===== src/deq_pkg.sv =====
// Shared types and constants for the double-ended queue.
// Used by deq_ctrl, deq_dp and double_ended_queue; no dependencies.
package deq_pkg;

    localparam int DEPTH_DEF   = 16;
    localparam int VALUE_W     = 32;
    localparam int OPCODE_W    = 2;
    localparam int STATUS_W    = 2;
    localparam int IN_TDATA_W  = 40;
    localparam int OUT_TDATA_W = 40;

    typedef enum logic [OPCODE_W-1:0] {
        OP_PUSH_FRONT = 2'd0,
        OP_PUSH_BACK  = 2'd1,
        OP_POP_FRONT  = 2'd2,
        OP_POP_BACK   = 2'd3
    } t_opcode;

    typedef enum logic [STATUS_W-1:0] {
        ST_OK    = 2'd0,
        ST_EMPTY = 2'd1,
        ST_FULL  = 2'd2
    } t_status;

    typedef enum logic {
        S_IDLE = 1'b0,
        S_READ = 1'b1
    } t_state;

    // Commands from controller to datapath.
    typedef struct packed {
        logic accept;     // input beat taken this cycle
        logic load_now;   // load output register with an immediate result
        logic load_read;  // load output register from the memory read data
    } t_ctrl_cmd;

    // Status from datapath to controller.
    typedef struct packed {
        logic empty;
    } t_dp_stat;

endpackage


===== src/deq_ctrl.sv =====
// Controller state machine for the double-ended queue.
// Depends on deq_pkg; drives commands into deq_dp.
module deq_ctrl (
    input  logic                  i_clk,
    input  logic                  i_rst_n,
    input  logic                  i_s_tvalid,
    input  deq_pkg::t_opcode      i_opcode,
    input  logic                  i_m_tready,
    input  deq_pkg::t_dp_stat     i_stat,
    output logic                  o_s_tready,
    output logic                  o_m_tvalid,
    output deq_pkg::t_ctrl_cmd    o_cmd
);

    deq_pkg::t_state r_state;
    deq_pkg::t_state n_state;
    logic            r_out_valid;
    logic            n_out_valid;
    logic            out_free;
    logic            is_pop;

    assign out_free = !r_out_valid || i_m_tready;
    assign is_pop   = (i_opcode == deq_pkg::OP_POP_FRONT) || (i_opcode == deq_pkg::OP_POP_BACK);

    // Outputs
    always_comb begin
        o_s_tready = 1'b0;
        o_cmd      = '0;
        unique case (r_state)
            deq_pkg::S_IDLE: begin
                o_s_tready     = out_free;
                o_cmd.accept   = i_s_tvalid && out_free;
                o_cmd.load_now = o_cmd.accept && !(is_pop && !i_stat.empty);
            end
            deq_pkg::S_READ: begin
                o_cmd.load_read = 1'b1;
            end
            default: begin
                o_cmd = '0;
            end
        endcase
    end

    // Next state
    always_comb begin
        n_state = r_state;
        unique case (r_state)
            deq_pkg::S_IDLE: begin
                if (o_cmd.accept && !o_cmd.load_now) begin
                    n_state = deq_pkg::S_READ;
                end
            end
            deq_pkg::S_READ: begin
                n_state = deq_pkg::S_IDLE;
            end
            default: begin
                n_state = deq_pkg::S_IDLE;
            end
        endcase
    end

    always_comb begin
        if (o_cmd.load_now || o_cmd.load_read) begin
            n_out_valid = 1'b1;
        end else if (i_m_tready) begin
            n_out_valid = 1'b0;
        end else begin
            n_out_valid = r_out_valid;
        end
    end

    always_ff @(posedge i_clk) begin
        if (!i_rst_n) begin
            r_state     <= deq_pkg::S_IDLE;
            r_out_valid <= 1'b0;
        end else begin
            r_state     <= n_state;
            r_out_valid <= n_out_valid;
        end
    end

    assign o_m_tvalid = r_out_valid;

`ifndef ASSERT_OFF
    a_read_out_empty: assert property (@(posedge i_clk) disable iff (!i_rst_n)
        (r_state == deq_pkg::S_READ) |-> !r_out_valid)
        else $error("output register busy while a pop read is in flight");

    a_accept_result: assert property (@(posedge i_clk) disable iff (!i_rst_n)
        o_cmd.accept |=> (r_out_valid || (r_state == deq_pkg::S_READ)))
        else $error("accepted beat produced no result path");

    a_no_accept_in_read: assert property (@(posedge i_clk) disable iff (!i_rst_n)
        (r_state == deq_pkg::S_READ) |-> !o_s_tready)
        else $error("input ready during pop read");
`endif

endmodule


===== src/deq_dp.sv =====
// Datapath for the double-ended queue: slot memory, head and count, output register.
// Depends on deq_pkg; driven by commands from deq_ctrl.
module deq_dp #(
    parameter int DEPTH = deq_pkg::DEPTH_DEF
) (
    input  logic                              i_clk,
    input  logic                              i_rst_n,
    input  deq_pkg::t_ctrl_cmd                i_cmd,
    input  deq_pkg::t_opcode                  i_opcode,
    input  logic signed [deq_pkg::VALUE_W-1:0] i_push_value,
    output deq_pkg::t_dp_stat                 o_stat,
    output logic signed [deq_pkg::VALUE_W-1:0] o_popped_value,
    output deq_pkg::t_status                  o_status
);

    localparam int AW = $clog2(DEPTH);
    localparam int CW = $clog2(DEPTH + 1);
    localparam int SW = AW + 1;
    localparam logic [AW-1:0] LAST_IDX = AW'(DEPTH - 1);
    localparam logic [SW-1:0] DEPTH_S  = SW'(DEPTH);
    localparam logic [CW-1:0] DEPTH_C  = CW'(DEPTH);

    logic [deq_pkg::VALUE_W-1:0] r_mem [DEPTH];
    logic [deq_pkg::VALUE_W-1:0] r_rd_data;
    logic [AW-1:0]               r_head;
    logic [AW-1:0]               n_head;
    logic [CW-1:0]               r_count;
    logic [CW-1:0]               n_count;
    logic signed [deq_pkg::VALUE_W-1:0] r_out_data;
    deq_pkg::t_status            r_out_status;

    logic                        empty;
    logic                        full;
    logic [AW-1:0]               head_dec;
    logic [AW-1:0]               head_inc;
    logic [SW-1:0]               tail_sum;
    logic [SW-1:0]               last_sum;
    logic [AW-1:0]               tail_idx;
    logic [AW-1:0]               last_idx;
    logic [AW-1:0]               addr;
    logic                        do_write;
    logic                        do_read;
    deq_pkg::t_status            imm_status;

    assign empty = (r_count == '0);
    assign full  = (r_count == DEPTH_C);

    assign head_dec = (r_head == '0) ? LAST_IDX : r_head - AW'(1);
    assign head_inc = (r_head == LAST_IDX) ? '0 : r_head + AW'(1);

    // Wrap the back positions into range with one compare and subtract.
    assign tail_sum = SW'(r_head) + SW'(r_count);
    assign last_sum = tail_sum - SW'(1);
    assign tail_idx = (tail_sum >= DEPTH_S) ? AW'(tail_sum - DEPTH_S) : AW'(tail_sum);
    assign last_idx = (last_sum >= DEPTH_S) ? AW'(last_sum - DEPTH_S) : AW'(last_sum);

    always_comb begin
        n_head     = r_head;
        n_count    = r_count;
        addr       = r_head;
        do_write   = 1'b0;
        do_read    = 1'b0;
        imm_status = deq_pkg::ST_OK;
        case (i_opcode)
            deq_pkg::OP_PUSH_FRONT: begin
                addr = head_dec;
                if (full) begin
                    imm_status = deq_pkg::ST_FULL;
                end else begin
                    do_write = 1'b1;
                    n_head   = head_dec;
                    n_count  = r_count + CW'(1);
                end
            end
            deq_pkg::OP_PUSH_BACK: begin
                addr = tail_idx;
                if (full) begin
                    imm_status = deq_pkg::ST_FULL;
                end else begin
                    do_write = 1'b1;
                    n_count  = r_count + CW'(1);
                end
            end
            deq_pkg::OP_POP_FRONT: begin
                addr = r_head;
                if (empty) begin
                    imm_status = deq_pkg::ST_EMPTY;
                end else begin
                    do_read = 1'b1;
                    n_head  = head_inc;
                    n_count = r_count - CW'(1);
                end
            end
            default: begin
                addr = last_idx;
                if (empty) begin
                    imm_status = deq_pkg::ST_EMPTY;
                end else begin
                    do_read = 1'b1;
                    n_count = r_count - CW'(1);
                end
            end
        endcase
    end

    always_ff @(posedge i_clk) begin
        if (i_cmd.accept && do_write) begin
            r_mem[addr] <= i_push_value;
        end
        if (i_cmd.accept && do_read) begin
            r_rd_data <= r_mem[addr];
        end
    end

    always_ff @(posedge i_clk) begin
        if (!i_rst_n) begin
            r_head  <= '0;
            r_count <= '0;
        end else if (i_cmd.accept) begin
            r_head  <= n_head;
            r_count <= n_count;
        end
    end

    always_ff @(posedge i_clk) begin
        if (i_cmd.load_now) begin
            r_out_data   <= '0;
            r_out_status <= imm_status;
        end else if (i_cmd.load_read) begin
            r_out_data   <= r_rd_data;
            r_out_status <= deq_pkg::ST_OK;
        end
    end

    assign o_stat.empty   = empty;
    assign o_popped_value = r_out_data;
    assign o_status       = r_out_status;

`ifndef ASSERT_OFF
    a_count_bound: assert property (@(posedge i_clk) disable iff (!i_rst_n)
        r_count <= DEPTH_C)
        else $error("element count beyond depth");

    a_head_bound: assert property (@(posedge i_clk) disable iff (!i_rst_n)
        r_head <= LAST_IDX)
        else $error("head index out of range");

    a_count_step: assert property (@(posedge i_clk) disable iff (!i_rst_n)
        !i_cmd.accept |=> $stable(r_count))
        else $error("count moved without an accepted beat");
`endif

endmodule


===== src/double_ended_queue.sv =====
// Double-ended queue of signed 32-bit values, top level.
// Instantiates deq_ctrl and deq_dp; uses deq_pkg.
//
// Usage:
//   Input stream: one beat per operation. i_s_tdata carries opcode and
//   push_value (push front, push back, pop front, pop back).
//   Output stream: exactly one beat per input beat, in order, carrying the
//   popped value (zero for pushes and failed pops) and a status of ok,
//   empty (pop on empty) or full (push on full, nothing stored).
//   Result path: a push or a failed pop loads the output register straight
//   from the input beat; a successful pop first reads the slot memory into
//   its registered read port and then loads the output register from it.
//   Throughput: one push per cycle while the receiver keeps up; a successful
//   pop holds off the next input beat while its memory read is in flight.
//   The output register holds a result while the receiver stalls; the next
//   input beat is taken in the cycle that result leaves.
//   Reset (i_rst_n low, synchronous) empties the queue and drops any pending
//   result. Slot contents are not cleared.
module double_ended_queue #(
    parameter int DEPTH = deq_pkg::DEPTH_DEF
) (
    input  logic                               i_clk,
    input  logic                               i_rst_n,
    input  logic                               i_s_tvalid,
    output logic                               o_s_tready,
    // [1:0] opcode, [33:2] push_value, [39:34] zero
    input  logic [deq_pkg::IN_TDATA_W-1:0]     i_s_tdata,
    output logic                               o_m_tvalid,
    input  logic                               i_m_tready,
    // [31:0] popped_value, [33:32] status, [39:34] zero
    output logic [deq_pkg::OUT_TDATA_W-1:0]    o_m_tdata
);

    deq_pkg::t_ctrl_cmd                 cmd;
    deq_pkg::t_dp_stat                  stat;
    deq_pkg::t_opcode                   opcode;
    logic signed [deq_pkg::VALUE_W-1:0] push_value;
    logic signed [deq_pkg::VALUE_W-1:0] popped_value;
    deq_pkg::t_status                   status;

    assign opcode     = deq_pkg::t_opcode'(i_s_tdata[deq_pkg::OPCODE_W-1:0]);
    assign push_value = i_s_tdata[deq_pkg::OPCODE_W +: deq_pkg::VALUE_W];

    deq_ctrl u_ctrl (
        .i_clk      (i_clk),
        .i_rst_n    (i_rst_n),
        .i_s_tvalid (i_s_tvalid),
        .i_opcode   (opcode),
        .i_m_tready (i_m_tready),
        .i_stat     (stat),
        .o_s_tready (o_s_tready),
        .o_m_tvalid (o_m_tvalid),
        .o_cmd      (cmd)
    );

    deq_dp #(
        .DEPTH (DEPTH)
    ) u_dp (
        .i_clk          (i_clk),
        .i_rst_n        (i_rst_n),
        .i_cmd          (cmd),
        .i_opcode       (opcode),
        .i_push_value   (push_value),
        .o_stat         (stat),
        .o_popped_value (popped_value),
        .o_status       (status)
    );

    assign o_m_tdata = {
        (deq_pkg::OUT_TDATA_W - deq_pkg::VALUE_W - deq_pkg::STATUS_W)'(0),
        status,
        popped_value
    };

endmodule

===== config.mk =====
export PLATFORM = sky130hd
export DESIGN_NAME = double_ended_queue
export DESIGN_NICKNAME = d
export VERILOG_FILES = /design/src/deq_pkg.sv /design/src/deq_ctrl.sv /design/src/deq_dp.sv /design/src/double_ended_queue.sv
export SDC_FILE = /design/constraint.sdc
export NUM_CORES = 1
export LEC_CHECK = 0
export BUFFER_PORTS_ARGS = -buffer_cell sky130_fd_sc_hd__buf_2
export CORE_MARGIN = 1
export CORE_UTILIZATION = 34
export CTS_BUF_LIST = sky130_fd_sc_hd__clkbuf_8
export DETAILED_ROUTE_END_ITERATION = 8
export PLACE_DENSITY = 0.5
export SLEW_MARGIN = 25
export SYNTH_ARGS = -nofsm -noshare
export SYNTH_HDL_FRONTEND = slang
export SYNTH_SLANG_ARGS = --single-unit

===== constraint.sdc =====
create_clock -name i_clk -period 4.75 [get_ports i_clk]
set_input_delay 0.95 -clock i_clk [delete_from_list [all_inputs] [get_ports i_clk]]
set_output_delay 0.95 -clock i_clk [all_outputs]
set_load 0.03 [all_outputs]

-- Word level (Yosys, flattened, before mapping)
Memories as Yosys holds them, arrays and structs flattened. A register that Yosys moved wholly into a read port is not among the register bits.
Index checks and enable logic that the tools add are counted.
- output and inout port bits: 42
- input port bits: 44
- bits in writable memories: 512
- ROM bits: 0
- bits in registers: 45
- latch bits: 0
- word-level logic and storage cells: 78
- memories kept: 1
- order comparisons: 2
- add/subtract/negate cells: 8
- shift operators: 0
- divide/modulo/power cells: 0
- reduce and logical (&&, ||, !) cells: 22
- bitwise logic cells: 1
- equal/unequal tests: 9
- mux-type cells: 29
- multiply operators: 0
- memories (name ; words ; bits a word ; read ports ; clocked after memory_dff ; wr ports ; RTL line ; text):
    u_dp.r_mem ; 16 ; 32 ; 1 ; 1 ; 1 ; deq_dp.sv:23 ; logic [deq_pkg::VALUE_W-1:0] r_mem [DEPTH];
- operators with widths (kind ; number):
    $mux W4 ; 6
    $mux W5 ; 3
    $mux W1 ; 12
    $pmux W4 S3 ; 1
    $sub A4 B1 Y4 const B ; 3
    $ge A5 B5 Y1 const B ; 2
    $mux W2 ; 5
    $sub A5 B1 Y5 const B ; 2
    $ne A2 B2 Y1 const B ; 4
    $pmux W4 S2 ; 1
    $logic_and A1 B1 Y1 ; 6
    $reduce_bool A2 Y1 ; 3
    $add A4 B5 Y5 ; 1
    $add A5 B1 Y5 const B ; 1
    $eq A5 B5 Y1 const B ; 1
    $logic_not A5 Y1 ; 1
    $add A4 B1 Y4 const B ; 1
    $eq A2 B2 Y1 const B ; 2
    $eq A4 B4 Y1 const B ; 1
    $logic_not A1 Y1 ; 4
    $logic_not A4 Y1 ; 1
    $reduce_and A4 Y1 ; 1
    $logic_or A1 B1 Y1 ; 3
    $reduce_and A3 Y1 ; 1
    5 further kinds ; 5

-- Depth between registers and ports, before layout
- depth after elaboration: 10
- mapped depth: 13
- gate-level depth less buffers: 10

-- Modules after synthesis
A second synthesis with hierarchy kept.
- cell total of the unflattened synthesis: 1357
- area, all modules: 23999.3 µm²
- modules (own cells, without submodules) (module ; times used ; area each (µm²) ; cells an instance ; sequential area each (µm²)):
    deq_dp ; 1 ; 23840.4 ; 1337 ; 17216.5
    deq_ctrl ; 1 ; 110.1 ; 13 ; 40.0
    double_ended_queue ; 1 ; 48.8 ; 7 ; 0.0

-- Worst setup path after synthesis
No wires, ideal clock.
- path kind: flip-flop to flip-flop
- from: register u_dp.r_count[0]
- to: memory u_dp.r_mem[13][0] in the netlist's numbering, enable pin
- clock period less this slack: 4411 ps
- required time: 4329 ps
- cell stages (with the launch flop): 13
- path buffers: 3
- setup time: 421 ps
- setup slack: 339 ps
- data arrival time: 3990 ps
- path through: dfxtp_1 ha_1 fa_1 inv_1 ha_1 inv_1 mux4_2 buf_2 buf_6 buf_2 nor2_1 o21ai_1 nor2_1
- cells in the longest elaborated chain, start to end: 6
- elaborated cells on any way between the ends: 15
- those cells by class: add/sub: 4; order compare: 2; eq/ne: 1; mux: 7; reduce/logical: 1
- RTL lines (element ; RTL line ; text):
    start, declared ; deq_dp.sv:27 ; logic [CW-1:0] r_count;
    start signal, assigned ; deq_dp.sv:121 ; r_count <= n_count;
    parallel branches: the longest is 6 deep, another holds $add A4 B5 Y5 ; -- ;
    end, declared ; deq_dp.sv:23 ;
Parallel ways; which one is timed is not known.

-- Worst setup path in the final report
- from: register u_dp.r_head[0]
- to: register u_dp.r_rd_data[22] in the netlist's numbering (read register of u_dp.r_mem) (data pin)
- cells in the longest elaborated chain, start to end: 5
- elaborated cells on any way between the ends: 12
- those cells by class: add/sub: 5; order compare: 2; mux: 4; reduce/logical: 1
- RTL lines (element ; RTL line ; text):
    start, declared ; deq_dp.sv:25 ; logic [AW-1:0] r_head;
    start signal, assigned ; deq_dp.sv:120 ; r_head <= n_head;
    $add A4 B5 Y5 ; deq_dp.sv:52 ; assign tail_sum = SW'(r_head) + SW'(r_count);
    $sub A5 B1 Y5 ; deq_dp.sv:53 ; assign last_sum = tail_sum - SW'(1);
    $sub A4 B1 Y4 / $ge A5 B5 Y1 (equally long branches) ; deq_dp.sv:55 ; assign last_idx = (last_sum >= DEPTH_S) ? AW'(last_sum - DEPTH_S) : AW'(last_sum);
    $mux W4 ; deq_dp.sv:55 ;
    $pmux W4 S3 (*) ; deq_dp.sv:64 ; case (i_opcode)
    end, declared ; deq_dp.sv:24 ; logic [deq_pkg::VALUE_W-1:0] r_rd_data;
Every way passes the cells marked *; elsewhere a longest branch is shown, timed or not.
A chain may end at the register's enable or synchronous reset.

==> results.py <==
metrics = {
    "synthesis": {
        "synth_area_um2": 24000,
        "synth_edf_count": 546,
        "ys_seq_elements": 589,
        "yosys_most_used_dff": "edfxtp_1",
        "yosys.cell_types.count": 52,
        "async_reset_ff_share_pct": 0,
        "seq_area_frac_synth_pct": 71.9,
        "synth_cells": 1444,
        "ys.warnings.count": 0,
        "avgSynthCellArea_um2": 16.6,
    },
    "pwr": {
        "p_switching_mw": 5.13,
        "p_total_mw": 15.3,
        "power_leakage_nw": 10.0,
        "p_int_mw": 10.2,
        "vdd_drop_max_mv": 0.615,
        "p_seq_share_pct": 41.0,
        "p_clk_share_pct": 27.1,
        "power.density_nw_per_um2": 557,
        "switching_share_pct": 33.5,
        "combPwrFrac_pct": 31.8,
    },
    "layout": {
        "layoutNonFillerInstCount": 2611,
        "area_growth_pct": 14.9,
        "fill_cells": 6510,
        "fin_nets": 1639,
        "drive_gt1_share_pct": 16.7,
        "finalInstanceArea_um2": 27600,
    },
    "grt": {
        "grt_pass1_wl_mm": 85.1,
        "track_usage_pct": 16.3,
        "grt_overflow": 0,
        "antenna_found_initial": 3,
        "first_global_vias": 13000,
        "grt_max_degree": 136,
    },
    "routing": {
        "antenna_left": 0,
        "viasPerCell": 4.89,
        "drcViolationCount": 0,
        "first_iter_violations": 835,
        "dr.pass1.iters": 5,
        "wire_per_inst_um": 22.2,
        "wl_mm": 58.0,
        "via_count": 12800,
    },
    "place": {
        "placed_area_um2": 25700,
        "portBuffers": 73,
        "dp_slack_ns": 0.566,
        "placedCellCount": 2422,
        "place_congestion": 0.744,
        "dpl.hpwl_mm": 30.2,
    },
    "sta": {
        "period_share_pct": 86.4,
        "fin_skew_ns": 0.0389,
        "fmax_mhz": 244,
        "relSlewSlack_pct": 14.9,
        "post-route-min-period_ns": 4.10,
        "rsz0062_at_grt": "false",
        "worst_pin_slew_ns": 1.28,
        "finalHoldViolCount": 0,
        "setup_ws_ns": 0.648,
        "setup_tns_ns": 0,
        "setup_violations": 0,
        "slew_viol_final": 0,
    },
    "cts": {
        "h-tree-depth": 3,
        "cts_resized": 0,
        "cts_tree": "built",
        "ctsHoldBuffers": 0,
        "clkSinkCount": 589,
        "clockBufferDepth": 3,
        "cts_made_buffers": 100,
        "root_buffer": "clkbuf_8",
        "clk_latency_ns": 0.69,
        "post_cts_buffers": 0,
        "clkTransAtPathRegs_ns": 0.06,
    },
    "worst_setup_path": {
        "r2r_cells": 11,
        "worst_ep_required_time_ns": 5.13,
        "reg2reg_to": "u_dp.r_rd_data[22]",
        "critical_path.startpoint_type": "register",
        "r2r_start": "u_dp.r_head[0]",
        "worstSetupEndpointType": "register",
        "regToRegSetupSlack_ns": 0.65,
        "arrival_ns": 4.48,
        "critPathKind": "reg2reg",
        "crit_fanout": 135,
    },
    "die": {
        "std_cell_rows": 97,
        "core_area_um2": 69900,
        "die_h_um": 268,
        "start_util_pct": 34.3,
        "io-pin-count": 86,
        "die_w_um": 268,
        "die-area_um2": 71600,
    },
    "hold_path": {
        "worstHoldStart": "u_dp.o_popped_value[19]",
        "hold_path_class": "reg2reg",
        "hold_path_depth": 2,
        "holdPathEnd": "u_dp.o_popped_value[19]",
    },
    "outcome": {
        "outcome": "finished clean",
    },
    "job": {
        "drv_cap": 0,
    },
}
[kinds of logic (layout without fill, tap and decap cells)]
family	after synthesis	count (layout)	synth area share, %
AOI/OAI and AO/OA	165	165	3.84
xor gates and xnor gates	11	11	0.459
adders and majority gates	11	11	0.636
buffers and inverters	97	317	2.29
DFF	589	589	71.9
muxes	423	423	17.7
other	1	8	0.0156
and+or+nand+nor	147	147	3.12
[flip-flops by register name, summed over array words and instances (netlist names)]
name / count
u_dp.o_status: 2
u_dp.o_popped_value: 32
u_dp.r_head: 4
u_dp.r_rd_data: 32
u_dp.r_count: 5
u_ctrl.r_state: 1
u_dp.r_mem: 512
u_ctrl.o_m_tvalid: 1
[placed cells by master, fill, tap and decap left out, drive strengths merged, types with 6 or more instances in the layout]
master and n:
edfxtp 546, xnor2 7, dfxtp 43, clkinv 26, ha 9, nor2 61, inv 60, nand2 12
a21oi 9, and2 8, mux2i 422, o21ai 136, nor2b 10, buf 119, nand4 34, conb 6
clkbuf 108
[stage by stage]
| step | utilization [%] | hold WS, ns |
|---|---|---|
| final | 39.4 | 0.475 |
| after global routing | 39.4 | 0.507 |
| after CTS | 39.4 | 0.487 |
| after detailed placement | 36.8 | 0.473 |
| after global placement | 36.8 | 0.465 |
| after floorplan | - | 0.422 |
[per-layer routing]
| metal | vias up | track usage [%] | routed length (um) |
|---|---|---|---|
| met1 | 6494 | 22.9 | 27900 |
| met5 | - | 0 | 0 |
| met4 | 0 | 5.48 | 1170 |
| met2 | 286 | 25.6 | 26600 |
| li1 | 5910 | - | - |
| met3 | 83 | 2.84 | 2300 |
[cell usage after synthesis (all sizes together) (3+ instances only)]
| master | instances | area share, % |
|---|---|---|
| clkbuf | 30 | 0.49 |
| a21oi | 9 | 0.20 |
| o21bai | 3 | 0.094 |
| nor3 | 4 | 0.083 |
| nand4 | 34 | 0.89 |
| and2 | 8 | 0.21 |
| o21ai | 136 | 2.8 |
| xnor2 | 7 | 0.26 |
| dfxtp | 43 | 3.6 |
| edfxtp | 546 | 68 |
| inv | 11 | 0.17 |
| xor2 | 3 | 0.11 |
| buf | 56 | 1.6 |
| nor2 | 61 | 0.95 |
| nor2b | 10 | 0.26 |
| nand2 | 12 | 0.19 |
| nand3 | 4 | 0.083 |
| mux2i | 422 | 18 |
| ha | 9 | 0.47 |
[critical path, stage by stage (launching register included)]
cell and delay (ns):
dfxtp_1 0.40, ha_1 0.25, fa_1 0.58, inv_1 0.06
ha_1 0.27, inv_1 0.03, mux4_4 0.68, buf_12 0.29
mux2i_1 0.40, mux2i_1 0.10, o21ai_0 0.13, nand4_1 0.21
[layout make-up]
class	count	area [um2]	share of cell area (%)
sequential	589	17300	62.6
multi-input combinational	763	6450	23.4
clock buffer	108	1490	5.39
tap	940	1180	4.27
timing repair buffer	119	773	2.81
clock inverter	79	365	1.33
inverter	11	41.3	0.150
antenna	2	5.00	0.0182
[how the worst max path moves through the flow]
stage | to | from | cells after the start | slack (ns)
finish | u_dp.r_rd_data[22] | u_dp.r_head[0] | 11 | 0.65
global route | u_dp.r_mem[1][21] | u_dp.r_head[0] | 10 | 0.50
CTS | u_dp.r_mem[1][20] | u_dp.r_count[0] | 10 | 0.70
detailed placement | u_dp.r_mem[10][5] | i_s_tdata[1] | 8 | 0.57
global placement | u_dp.r_mem[10][2] | i_s_tdata[1] | 8 | 0.57
floorplan | u_dp.r_mem[13][0] | u_dp.r_count[0] | 12 | 0.34
[power groups by stage]
stage	Clock, mW	Sequential, mW	Combinational (mW)
after floorplan	0	6.52	3.42
after global placement	0	6.39	4.90
after detailed placement	0	6.40	4.93
after CTS	4.31	6.30	4.95
after global routing	4.54	6.33	5.26
final	4.16	6.30	4.89
Note: power is estimated with default switching activity, not from simulation.
